--- src/rtl/nmea_pkg.sv ---
// Shared constants, types and decode functions of the sentence checker.
`default_nettype none

package nmea_pkg;

   localparam int MAX_LINE = 128;
   localparam int COUNT_W  = $clog2(MAX_LINE);
   localparam int LEN_W    = 7;
   localparam int ID_BYTES = 5;

   localparam logic [7:0] CHAR_NL     = 8'h0A;
   localparam logic [7:0] CHAR_CR     = 8'h0D;
   localparam logic [7:0] CHAR_NUL    = 8'h00;
   localparam logic [7:0] CHAR_DOLLAR = 8'h24;
   localparam logic [7:0] CHAR_STAR   = 8'h2A;

   typedef enum logic [2:0] {
      ST_VALID    = 3'd0,
      ST_NO_STAR  = 3'd1,
      ST_BAD_HEX  = 3'd2,
      ST_MISMATCH = 3'd3,
      ST_SHORT    = 3'd4
   } status_type;

   localparam logic [2:0] KIND_UNKNOWN = 3'd0;
   localparam logic [2:0] KIND_RMC     = 3'd1;
   localparam logic [2:0] KIND_GGA     = 3'd2;
   localparam logic [2:0] KIND_GSA     = 3'd3;
   localparam logic [2:0] KIND_GSV     = 3'd4;
   localparam logic [2:0] KIND_VTG     = 3'd5;
   localparam logic [2:0] KIND_RME     = 3'd6;

   // Identifiers packed with the first character in the low byte.
   localparam logic [39:0] ID_GPRMC = 40'h43_4D_52_50_47;
   localparam logic [39:0] ID_GPGGA = 40'h41_47_47_50_47;
   localparam logic [39:0] ID_GNGGA = 40'h41_47_47_4E_47;
   localparam logic [39:0] ID_GPGSA = 40'h41_53_47_50_47;
   localparam logic [39:0] ID_GNGSA = 40'h41_53_47_4E_47;
   localparam logic [39:0] ID_GPGSV = 40'h56_53_47_50_47;
   localparam logic [39:0] ID_GNGSV = 40'h56_53_47_4E_47;
   localparam logic [39:0] ID_GPVTG = 40'h47_54_56_50_47;
   localparam logic [39:0] ID_GNVTG = 40'h47_54_56_4E_47;
   localparam logic [39:0] ID_PGRME = 40'h45_4D_52_47_50;

   typedef enum logic [5:0] {
      PH_PAYLOAD = 6'b000001,
      PH_HEX_HI  = 6'b000010,
      PH_HEX_LO  = 6'b000100,
      PH_DONE    = 6'b001000,
      PH_STOP    = 6'b010000,
      PH_BAD_HEX = 6'b100000
   } phase_type;

   typedef struct packed {
      status_type  status;
      logic [2:0]  sentence_kind;
      logic [7:0]  computed_sum;
      logic [7:0]  received_sum;
      logic [LEN_W-1:0] line_length;
   } result_type;

   // Bit 4 set means the character is not a hex digit.
   function automatic logic [4:0] hex_nibble(input logic [7:0] b);
      logic [4:0] n;
      n = 5'h10;
      if (b inside {[8'h30:8'h39]}) begin
         n = {1'b0, 4'(b - 8'h30)};
      end else if (b inside {[8'h41:8'h46]}) begin
         n = {1'b0, 4'(b - 8'h37)};
      end else if (b inside {[8'h61:8'h66]}) begin
         n = {1'b0, 4'(b - 8'h57)};
      end
      return n;
   endfunction

   function automatic logic [2:0] kind_of(input logic [39:0] id);
      logic [2:0] k;
      k = KIND_UNKNOWN;
      if (id == ID_GPRMC) begin
         k = KIND_RMC;
      end else if (id == ID_GPGGA || id == ID_GNGGA) begin
         k = KIND_GGA;
      end else if (id == ID_GPGSA || id == ID_GNGSA) begin
         k = KIND_GSA;
      end else if (id == ID_GPGSV || id == ID_GNGSV) begin
         k = KIND_GSV;
      end else if (id == ID_GPVTG || id == ID_GNVTG) begin
         k = KIND_VTG;
      end else if (id == ID_PGRME) begin
         k = KIND_RME;
      end
      return k;
   endfunction

endpackage

`default_nettype wire

--- src/rtl/nmea_scan.sv ---
// Per-line scan state: length, payload XOR, star and hex digit tracking.
`default_nettype none

module nmea_scan
   import nmea_pkg::*;
(
   input  wire logic       clock,
   input  wire logic       reset,
   input  wire logic       step,
   input  wire logic [7:0] rx_byte,
   output logic            emit,
   output result_type      result
);

   logic [COUNT_W-1:0] count_ff, count_in;
   logic [7:0]         sum_ff, sum_in;
   phase_type          phase_ff, phase_in;
   logic [7:0]         got_ff, got_in;
   logic [39:0]        id_ff, id_in;
   logic               short_ff, short_in;
   logic               dollar_ff, dollar_in;

   logic               is_nl;
   logic               full;
   logic [4:0]         nib;

   assign is_nl = (rx_byte == CHAR_NL);
   assign full  = (count_ff == COUNT_W'(MAX_LINE - 1));
   assign nib   = hex_nibble(rx_byte);
   assign emit  = step && is_nl && (count_ff > COUNT_W'(6)) && dollar_ff;

   always_comb begin
      count_in  = count_ff;
      sum_in    = sum_ff;
      phase_in  = phase_ff;
      got_in    = got_ff;
      id_in     = id_ff;
      short_in  = short_ff;
      dollar_in = dollar_ff;
      if (step) begin
         if (is_nl || full) begin
            // line ends or overflows: restart empty
            count_in  = '0;
            sum_in    = '0;
            phase_in  = PH_PAYLOAD;
            got_in    = '0;
            id_in     = '0;
            short_in  = 1'b0;
            dollar_in = 1'b0;
         end else begin
            count_in = count_ff + COUNT_W'(1);
            if (count_ff == '0) begin
               dollar_in = (rx_byte == CHAR_DOLLAR);
            end else begin
               for (int k = 0; k < ID_BYTES; k++) begin
                  if (count_ff == COUNT_W'(k + 1)) begin
                     id_in[8*k +: 8] = rx_byte;
                  end
               end
               case (phase_ff)
                  PH_PAYLOAD: begin
                     if (rx_byte == CHAR_STAR) begin
                        phase_in = PH_HEX_HI;
                        short_in = (count_ff < COUNT_W'(3));
                     end else if (rx_byte == CHAR_NUL || rx_byte == CHAR_CR) begin
                        phase_in = PH_STOP;
                     end else begin
                        sum_in = sum_ff ^ rx_byte;
                     end
                  end
                  PH_HEX_HI: begin
                     if (!nib[4]) begin
                        got_in   = {nib[3:0], 4'h0};
                        phase_in = PH_HEX_LO;
                     end else begin
                        phase_in = PH_BAD_HEX;
                     end
                  end
                  PH_HEX_LO: begin
                     if (!nib[4]) begin
                        got_in   = {got_ff[7:4], nib[3:0]};
                        phase_in = PH_DONE;
                     end else begin
                        phase_in = PH_BAD_HEX;
                     end
                  end
                  default: begin
                  end
               endcase
            end
         end
      end
   end

   // Result as seen when the current line ends now.
   always_comb begin
      result.status        = ST_BAD_HEX;
      result.sentence_kind = KIND_UNKNOWN;
      result.computed_sum  = sum_ff;
      result.received_sum  = '0;
      result.line_length   = LEN_W'(count_ff);
      case (phase_ff)
         PH_PAYLOAD, PH_STOP: begin
            result.status = ST_NO_STAR;
         end
         PH_DONE: begin
            result.received_sum = got_ff;
            if (got_ff != sum_ff) begin
               result.status = ST_MISMATCH;
            end else if (short_ff) begin
               result.status = ST_SHORT;
            end else begin
               result.status        = ST_VALID;
               result.sentence_kind = kind_of(id_ff);
            end
         end
         default: begin
            result.status = ST_BAD_HEX;
         end
      endcase
   end

   always_ff @(posedge clock) begin
      if (reset) begin
         count_ff  <= '0;
         sum_ff    <= '0;
         phase_ff  <= PH_PAYLOAD;
         got_ff    <= '0;
         id_ff     <= '0;
         short_ff  <= 1'b0;
         dollar_ff <= 1'b0;
      end else begin
         count_ff  <= count_in;
         sum_ff    <= sum_in;
         phase_ff  <= phase_in;
         got_ff    <= got_in;
         id_ff     <= id_in;
         short_ff  <= short_in;
         dollar_ff <= dollar_in;
      end
   end

endmodule

`default_nettype wire

--- config.mk ---
export PLATFORM = sky130hd
export DESIGN_NAME = nmea_scan
export DESIGN_NICKNAME = d
export VERILOG_FILES = /design/src/rtl/nmea_pkg.sv /design/src/rtl/nmea_scan.sv
export SDC_FILE = /design/constraint.sdc
export NUM_CORES = 1
export LEC_CHECK = 0
export BUFFER_PORTS_ARGS = -buffer_cell sky130_fd_sc_hd__buf_2
export CORE_AREA = 4 4 101 103
export CTS_CLUSTER_DIAMETER = 80
export DETAILED_ROUTE_END_ITERATION = 7
export DIE_AREA = 0 0 105 107
export GPL_ROUTABILITY_DRIVEN = 0
export SLEW_MARGIN = 20
export SYNTH_ARGS = -nofsm -noshare
export SYNTH_HDL_FRONTEND = slang
export SYNTH_SLANG_ARGS = --single-unit
--- constraint.sdc ---
create_clock -name clock -period 4.1 [get_ports clock]
set_input_delay 0.82 -clock clock [delete_from_list [all_inputs] [get_ports clock]]
set_output_delay 0.82 -clock clock [all_outputs]
set_load 0.02 [all_outputs]
==> summary.md, run 1 <==
The core area is 9200 um2, and the number of iterations in the first detailed-routing pass is 4. STA puts the critical path data required time at 3.28 ns. In this run, synthesis produced a sequential element count of 71. The number of antenna diodes in the final layout is 0.

The floorplan die area was 11200 um2; the number of vias in the routed layout was 3209. The remaining routing DRC violations was 0. Compared with the post-synthesis result, the final layout area differs by 11.2%.

Of the total synthesized cell area, the portion taken by XOR and XNOR cells is 5.59%. The leakage power summed over all cells is 1.70 nW. Root buffer cell: sky130_fd_sc_hd__clkbuf_8. Cells fill 45.5% of the core in the end. The critical path goes through nor3_1, nand2_1, a2111o_1, a221oi_1, buf_2. The tools report the upper clock frequency limit as 295 MHz.

The number of setup buffers added after CTS is 0. In this run the count of I/O pins placed on the die edge is 41. The run gives 0.707 ns as the smallest setup slack after layout.

The worst setup path is launched from a flop. The count of nets left with antenna violations once routing finished came out at 0. The total wire length after detailed routing was 10.2 mm; the total power density per cell area was 346 nW/um2.

The filler cells instantiated in the layout total 935. The run gives 0.480 ns as the worst slack on hold paths. Critical path's slowest cell: sky130_fd_sc_hd__nor3_1. The simple-gate area share of the yosys netlist works out to 27.9%. The setup TNS is 0 ns, and the worst vdd rail ir drop is 0.000175 V.

Clock latency on the worst-skew pair, taken at its later pin, is 0.34 ns. At the pin with the least slew margin, the transition time is 0.931 ns. The critical path runs through a total of 5 cells. For this run the aggregate overflow at the end of global routing stands at 0. The number of synthesized flops with an enable pin is 0. For the final hold violation count, the log shows 0. The most instantiated flip-flop cell in the synthesis netlist was sky130_fd_sc_hd__dfxtp_1.

The net count of the finished layout is 453. Buffers inserted to repair hold after CTS numbered 0. For the number of max-cap violations, the log shows 0. The worst setup path is of the flop to output port kind. In this run the tool buffered the top-level ports with 40 buffer cells. The design draws 1.45 mW. Post-CTS repair changed the size of 0 cells.

For this run, the register share of the synthesized area comes to 37.8%. The initialized floorplan defines 35 standard-cell rows. The number of cells traversed by the worst register-to-register path came out at 5. The worst path uses 82.8% of the clock period. Counting along the longest clock path gives a buffer depth of 2. Start point of the critical path: phase_ff[2].

After detailed routing, the average wire length per cell comes to 18.7 um. The floorplan step set the die width to 105 um. H-tree level count: 3. Buffers inserted during clock tree synthesis total 9. The share of synthesized area spent on multiplexers works out to 0.831%.

Category of the worst setup path capture point: an output port. After detailed routing, the wire length on met1 is 4.87 mm. The post-synthesis instance area is 3760 um2, and the final-report max-slew violation count is 0.

The via count of the first global-routing pass is 3181. The maximum number of pins on one net before global-route repair was 31; the via density per instance was 5.85. Synthesized-area fraction occupied by adder cells: 2.99%.

The net count after synthesis is 425. The post-synthesis average cell area was 9.29 um2. The die height works out to 107 um. The slack of the worst reg-to-reg path is 1.63 ns. The placement-stage worst setup slack is 1.01 ns. The tools report the final number of setup-violating endpoints as 0.

Summed over all nets, wire length on met3 after detailed routing comes to 484 um. The met2 wirelength from detailed routing is 4.74 mm. The first global-routing pass estimated 16.7 mm of wire. The critical register-to-register path endpoint was phase_ff[4]. The final period demand of the worst path was 3.39 ns; the number of different library cells in the post-synthesis netlist was 70.

Stage delay of the slowest cell on the critical path: 0.71 ns. Yosys printed 0 warnings. The flow ran to the end, and the final reports show no timing, DRC or antenna violations.

The starting density of the core is 40.9%. The critical path ends at result[25]. The share of final-layout standard cells stronger than drive strength 1 came out at 18.9%.

On the critical path the largest part of the delay comes from simple AND/OR/NAND/NOR gates. The worst register-to-register path begins at count_ff[0]. The clock-pin slew on the worst setup and hold paths was 0.09 ns; the DRC marker count from the first detailed-route iteration was 171. The worst clock skew was 0.00671 ns.

The synthesized netlist devotes 20.6% of its cell area to compound gates. After synthesis, the share of flip-flops with an asynchronous set or reset is 0%. Once detailed placement completed, the half-perimeter wirelength came to 7.37 mm.

In this run the worst path has a maximum fanout of 11. TritonCTS built the clock tree. The number of buffers and inverters on the critical path works out to 1. Class of the tightest hold or removal check: flop to flop. Setup repair after global routing left no endpoint under its margin.

In this run the top signal layer used is met4. The tools report the global-route total usage across every layer as 18.6%. After synthesis, the largest family of logic cells by area is simple AND/OR/NAND/NOR gates. For the data arrival time of the critical path, the log shows 2.57 ns.

Measured against its own limit, the worst slew margin works out to 38.0%. The CTS sink count is 71, and the number of instances in the synthesized netlist is 405. The number of antenna violations at the first check in global routing is 0.
area by class of cell:
type                    count  area (um2)  share of cell area, %
multi-input cells         301        2180                   52.0
clock inverters             6        68.8                   1.64
inverters                   9        33.8                  0.807
clock buffers              10         138                   3.29
well taps                 111         139                   3.32
flip-flops and latches     71        1420                   34.0
repair buffers             41         208                   4.96
worst register-to-register path, stage by stage (launching register included):
cell and delay [ns]:
sky130_fd_sc_hd__dfxtp_1 0.52, sky130_fd_sc_hd__ha_1 0.33, sky130_fd_sc_hd__nand4_1 0.19, sky130_fd_sc_hd__o22ai_2 0.54
sky130_fd_sc_hd__a21oi_1 0.45, sky130_fd_sc_hd__a22o_1 0.35
stage by stage:
stage	instances	cell area, um2
final	549	4190
after floorplan	405	3760
after global placement	533	3980
after global routing	549	4190
after detailed placement	533	3980
after CTS	549	4190
placed cells by master (no fill, tap or decap), types with 5 or more instances in the layout:
master	instances
sky130_fd_sc_hd__nor3_1	9
sky130_fd_sc_hd__nand4b_1	5
sky130_fd_sc_hd__a22o_1	25
sky130_fd_sc_hd__nor3b_1	5
sky130_fd_sc_hd__ha_1	9
sky130_fd_sc_hd__a22oi_1	17
sky130_fd_sc_hd__nor2_1	36
sky130_fd_sc_hd__nand2_1	15
sky130_fd_sc_hd__nand4_1	6
sky130_fd_sc_hd__buf_2	40
sky130_fd_sc_hd__nand3_1	17
sky130_fd_sc_hd__nor2b_1	5
sky130_fd_sc_hd__nor4b_1	5
sky130_fd_sc_hd__o21ai_1	7
sky130_fd_sc_hd__clkbuf_8	10
sky130_fd_sc_hd__inv_1	9
sky130_fd_sc_hd__a21oi_1	15
sky130_fd_sc_hd__dfxtp_1	71
sky130_fd_sc_hd__and2_1	5
sky130_fd_sc_hd__xor2_1	21
sky130_fd_sc_hd__nor4_1	5
sky130_fd_sc_hd__and3_1	13
per-layer routing:
layer | global-route usage (%) | up-vias
li1 | - | 1576
met1 | 25.2 | 1544
met2 | 29.1 | 75
met3 | 3.91 | 14
met4 | 6.75 | 0
met5 | 0 | -
worst min path at each step:
stage | depth (start not counted) | end | slack [ns] | from
2_1_floorplan | 1 | id_ff[14] | 0.44 | id_ff[14]
3_3_place_gp | 1 | id_ff[22] | 0.45 | id_ff[22]
3_5_place_dp | 1 | id_ff[21] | 0.46 | id_ff[21]
4_1_cts | 2 | dollar_ff | 0.48 | dollar_ff
5_1_grt | 1 | id_ff[14] | 0.51 | id_ff[14]
6_report | 1 | id_ff[14] | 0.48 | id_ff[14]
sequential cells by signal (all words and copies together), names as in the netlist:
register,flops
sum_ff,8
id_ff,40
count_ff,7
phase_ff,6
dollar_ff,1
got_ff,8
short_ff,1
cell usage after synthesis, types with 6 or more instances:
cell	number	area share (%)
sky130_fd_sc_hd__clkbuf_1	10	1.0
sky130_fd_sc_hd__a22oi_1	17	3.4
sky130_fd_sc_hd__nand3_1	17	2.3
sky130_fd_sc_hd__xor2_1	21	4.9
sky130_fd_sc_hd__inv_1	9	0.90
sky130_fd_sc_hd__nand4_1	6	1.0
sky130_fd_sc_hd__nand2_1	15	1.5
sky130_fd_sc_hd__o21ai_1	7	0.93
sky130_fd_sc_hd__and3_1	13	2.2
sky130_fd_sc_hd__buf_2	10	1.3
sky130_fd_sc_hd__a22o_1	25	5.8
sky130_fd_sc_hd__a21oi_1	15	2.0
sky130_fd_sc_hd__ha_1	9	3.0
sky130_fd_sc_hd__dfxtp_1	71	38
sky130_fd_sc_hd__nor3_1	9	1.2
sky130_fd_sc_hd__nor2_1	36	3.6
where the power goes:
part	switching, mW	total (mW)	internal, mW	leakage (nW)
Combinational	0.103	0.152	0.0483	1.03
Clock	0.279	0.579	0.301	0.103
Sequential	0.0151	0.716	0.701	0.573
cells by family (layout without fill, tap and decap cells):
logic type,count (synthesis),after routing
xor gates and xnor gates,24,24
AOI/OAI and AO/OA,100,100
buffers and inverters,33,66
DFF,71,71
and+or+nand+nor,165,165
muxes,3,3
adders and majority gates,9,9
No activity file was read; power rests on OpenSTA's default activity.
==> run 2, diff against run 1 <==
- ABC_AREA: unset -> 1
- CORE_AREA: 4 4 101 103 -> 4 4 107 109
- DIE_AREA: 0 0 105 107 -> 0 0 111 113
- clock period: 4.1 -> 3.1 ns (I/O delays scaled with it)
==> run 2 against run 1 <==
Compared with the run above:
- count of clock-buffer cells in the layout did not move
- largest power group unchanged
- non-clock buffer count rose by 4
- critical path depth rose by 3
- first-iteration DRC count rose by 4.1%
- highest routed layer unchanged
- critical endpoint unchanged
- via count rose by 26%
- area after synthesis rose by 13%
- wire length rose by 5.3%
- worst setup slack got worse by 0.33 ns
- clock skew rose by 0.0064 ns
- combinational power rose to 4.5 times the previous value
- synthesized cell count rose by 60%
==> summary.md, run 2 <==
Count of hold-fix buffers inserted at cts: 0 (unchanged). Most instantiated flip-flop cell in the synthesis netlist: sky130_fd_sc_hd__dfxtp_1. The count of boundary I/O pins is 41 (unchanged), and the clock-pin slew on the worst setup and hold paths is 0.08 ns (about the same). The total power density per cell area works out to 539 nW/um2 (+56%). The diode insertion count for antenna repair was 0 (unchanged).

The total clock buffers created by CTS came out at 9 (unchanged). The tools report the floorplan die area as 12500 um2 (+12%). The tools report the starting density of the core as 40.1% (-0.80 points).

For the area of the multi-input gates, the log shows 2440 um2 (+12%). Sequential cell area in the final layout: 1420 um2 (unchanged). The tools report the CTS sink count as 71 (unchanged).

Setup repair after global routing left no endpoint under its margin. The post-CTS setup buffer count came out at 0 (unchanged). The DRC marker count from the first detailed-route iteration was 178 (+4.1%); the worst clock skew was 0.0131 ns (+0.00642 ns).

The layout net count was 707 (+56%). The number of antenna violations at the first check in global routing is 0 (unchanged), and the async set-or-reset flop fraction in the synthesized netlist is 0% (unchanged). The tools report the H-tree level count as 3 (unchanged).

The largest register by flop count is id_ff. The largest fanout on the critical path works out to 4 (-7). The die boundary width is 111 um (+5.7%). The number of iterations in the first detailed-routing pass was 5 (+1).

The tools report the via count of the first global-routing pass as 3852 (+21%). STA classifies the critical path startpoint as a flop. Required time at the endpoint of the critical path: 2.48 ns (-0.80 ns). The library cell used most frequently in the layout, excluding fill and tap cells, is sky130_fd_sc_hd__nand2_1. Traced cell by cell, the critical path runs through xnor2_1, nand2_1, nor3_1, nand3_1, nor2_1, nand2_1, nor2_1, buf_2. Number of vias in the routed layout: 4056 (+26%). Counting instances in the post-synthesis netlist gives the leading cell types as 175 x sky130_fd_sc_hd__nand2_1, 103 x sky130_fd_sc_hd__nor2_1, 71 x sky130_fd_sc_hd__dfxtp_1. The run gives 0 ns (unchanged) as the setup TNS. The stage delay of the slowest cell on the critical path was 0.43 ns (-0.28 ns).

For the quantity of gates resized following cts, the log shows 0 (unchanged). The number of port buffers is 40 (unchanged). The slowest stage of the critical path belongs to the cell sky130_fd_sc_hd__dfxtp_1. Total chip power: 2.58 mW (+79%).

For the number of different library cells in the post-synthesis netlist, the log shows 38 (-46%). The slack of the worst reg-to-reg path was 1.08 ns (-0.55 ns). The area added between synthesis and finish is 12.7%. For the sequential share of the synthesized area, the log shows 33.4% (-4.4 points). The tools report the category of the worst setup path capture point as an output port.

The clock period could shrink to 2.72 ns. The average wire per standard cell was 13.0 um (-31%). Maximum number of pins on one net before global-route repair: 34 (+9.7%). The number of instances in the synthesized netlist is 647 (+60%), and the period utilization is 87.8%. The critical path is of the flop to output port type. TritonCTS built the clock tree. Most frequently used cell type in the post-synthesis netlist: sky130_fd_sc_hd__nand2_1.

The run gives 2 (unchanged) as the largest buffer count on any clock path. The number of flip-flops in the largest register came out at 40 (unchanged). The post-synthesis average cell area came out at 6.58 um2 (-29%).

Most area-hungry cell type in the Yosys netlist: sky130_fd_sc_hd__dfxtp_1. Ranked by total cell area, the synthesized netlist is headed by sky130_fd_sc_hd__dfxtp_1 33%, sky130_fd_sc_hd__nand2_1 15%, sky130_fd_sc_hd__nor2_1 9.1%. The logs give 0.36 ns (+0.02 ns) for the clock network latency to the later pin of the worst-skew pair and 0 (unchanged) for the final hold violation count. The run gives 18.0 mm (+7.6%) as the global-route wire length before repair.

Broken down by cell family, the worst path's largest delay share belongs to simple AND/OR/NAND/NOR gates. The tightest min-delay check is of the flop to flop type. The number of synthesized flops with an enable pin was 0 (unchanged); the die height was 113 um (+5.6%). For the post-synthesis instance area, the log shows 4250 um2 (+13%). The run gives 667 (+57%) as the net count after synthesis. The library cells used most frequently in the layout, excluding fill and tap cells, are 175 x sky130_fd_sc_hd__nand2_1, 103 x sky130_fd_sc_hd__nor2_1, 71 x sky130_fd_sc_hd__dfxtp_1, 65 x sky130_fd_sc_hd__inv_1, 57 x sky130_fd_sc_hd__a21oi_1. The total number of placement rows was 38 (+8.6%).

For this run, the top clock speed supported by timing is 367 MHz. The run finished with clean final reports. Final number of setup-violating endpoints: 0 (unchanged).

The tools report the worst vdd rail ir drop as 0.000450 V (+160%). The total wire length after detailed routing was 10.8 mm (+5.3%); the final-report max-slew violation count was 0 (unchanged). The run gives 0 (unchanged) as the number of routed nets with antenna violations. The flip-flop and latch count after synthesis is 71 (unchanged), and the data arrival time of the critical path is 2.10 ns (-0.47 ns). The largest registers in the layout are id_ff x40, got_ff x8, sum_ff x8.

The run gives 0 (unchanged) as the remaining routing DRC violations. Actual transition at the worst max-transition pin: 0.526 ns (-0.404 ns). The run gives 10600 um2 (+15%) as the core area.

The global-route total usage across every layer is 17.5% (-1.1 points). Root buffer cell: sky130_fd_sc_hd__clkbuf_8. The remaining max-slew budget at the tightest pin is 64.8% (+27 points).

The via density per instance was 4.88 (-17%); the number of buffers and inverters on the critical path was 1 (unchanged). The logs give 0 (unchanged) for the number of synthesis warnings and 1140 (+22%) for the filler cell count in the final layout. The tools report the aggregate global routing overflow as 0 (unchanged). The number of max-cap violations was 0 (unchanged); the leakage power summed over all cells was 1.95 nW (+15%). The share of final-layout standard cells stronger than drive strength 1 was 14.9% (-4.1 points); the proportion of netlist area held by the largest area contributor was 33.4% (-4.4 points). The run gives 8.15 mm (+11%) as the post-DP HPWL.
[run 2: cell types whose count changed after synthesis, moves of 9 or more]
cell,before,now
sky130_fd_sc_hd__nand3_1,17,53
sky130_fd_sc_hd__xnor2_1,3,14
sky130_fd_sc_hd__buf_2,10,1
sky130_fd_sc_hd__nand4_1,6,18
sky130_fd_sc_hd__inv_1,9,65
sky130_fd_sc_hd__nor2_1,36,103
sky130_fd_sc_hd__nand2_1,15,175
sky130_fd_sc_hd__a21oi_1,15,57
sky130_fd_sc_hd__a22oi_1,17,0
sky130_fd_sc_hd__a22o_1,25,0
sky130_fd_sc_hd__and3_1,13,0
sky130_fd_sc_hd__xor2_1,21,6
[run 2: where the power goes]
part | switching, mW | total [mW] | internal (mW)
clock network | 0.388 | 0.867 | 0.479
logic | 0.460 | 0.688 | 0.228
registers | 0.0630 | 1.03 | 0.965
total | 0.911 | 2.58 | 1.67
[run 2: logic make-up after synthesis]
logic type / Yosys count / synth area share [%]
simple gates: 386 / 41.3
xor+xnor: 20 / 4.12
fa+ha+maj: 9 / 2.65
mux: 1 / 0.235
buf+inv: 90 / 9.12
compound gates: 70 / 9.15
flops: 71 / 33.4
[run 2: layer usage]
metal,global-route usage (%),vias to the layer above,share of wire (%)
met5,0,-,0
met4,5.91,0,1.7
met3,3.32,15,4.2
met2,30.3,70,49
met1,22.1,1838,45
li1,-,2133,-
[run 2: final timing paths]
kind / start / end / depth (start not counted)
min reg2reg: id_ff[22] / id_ff[22] / 2
max reg2reg: count_ff[1] / phase_ff[4] / 11
min: id_ff[22] / id_ff[22] / 2
max: sum_ff[4] / result[25] / 8
[run 2: metrics by stage]
step           instance area (um2)  hold slack [ns]  utilization, %  instances  worst slack (ns)
4_1_cts                       4790            0.463            45.2        832             0.384
6_report                      4790            0.461            45.2        832             0.378
3_3_place_gp                  4560            0.450            43.0        816             0.722
2_1_floorplan                 4250            0.439               -        647              1.03
3_5_place_dp                  4560            0.451            43.0        816             0.703
5_1_grt                       4790            0.480            45.2        832             0.215
[run 2: final cells by class]
cell class / instances / area share (%)
multi-input cells: 486 / 51.0
flip-flops and latches: 71 / 29.6
inverters: 74 / 5.95
repair buffers: 45 / 4.96
well taps: 140 / 3.65
clock buffers: 10 / 2.87
clock inverters: 6 / 1.93
[run 2: worst reg2reg max path, cell delays in order, from the launching register on]
cell                      delay (ns)
sky130_fd_sc_hd__dfxtp_1        0.43
sky130_fd_sc_hd__ha_1           0.24
sky130_fd_sc_hd__nand2_1        0.07
sky130_fd_sc_hd__nor2_1         0.10
sky130_fd_sc_hd__nand2_1        0.09
sky130_fd_sc_hd__o21ai_2        0.08
sky130_fd_sc_hd__nand2_2        0.33
sky130_fd_sc_hd__nand2_2        0.27
sky130_fd_sc_hd__nand3_4        0.14
sky130_fd_sc_hd__nand2_1        0.08
sky130_fd_sc_hd__nand2_1        0.05
sky130_fd_sc_hd__nor2_1         0.08
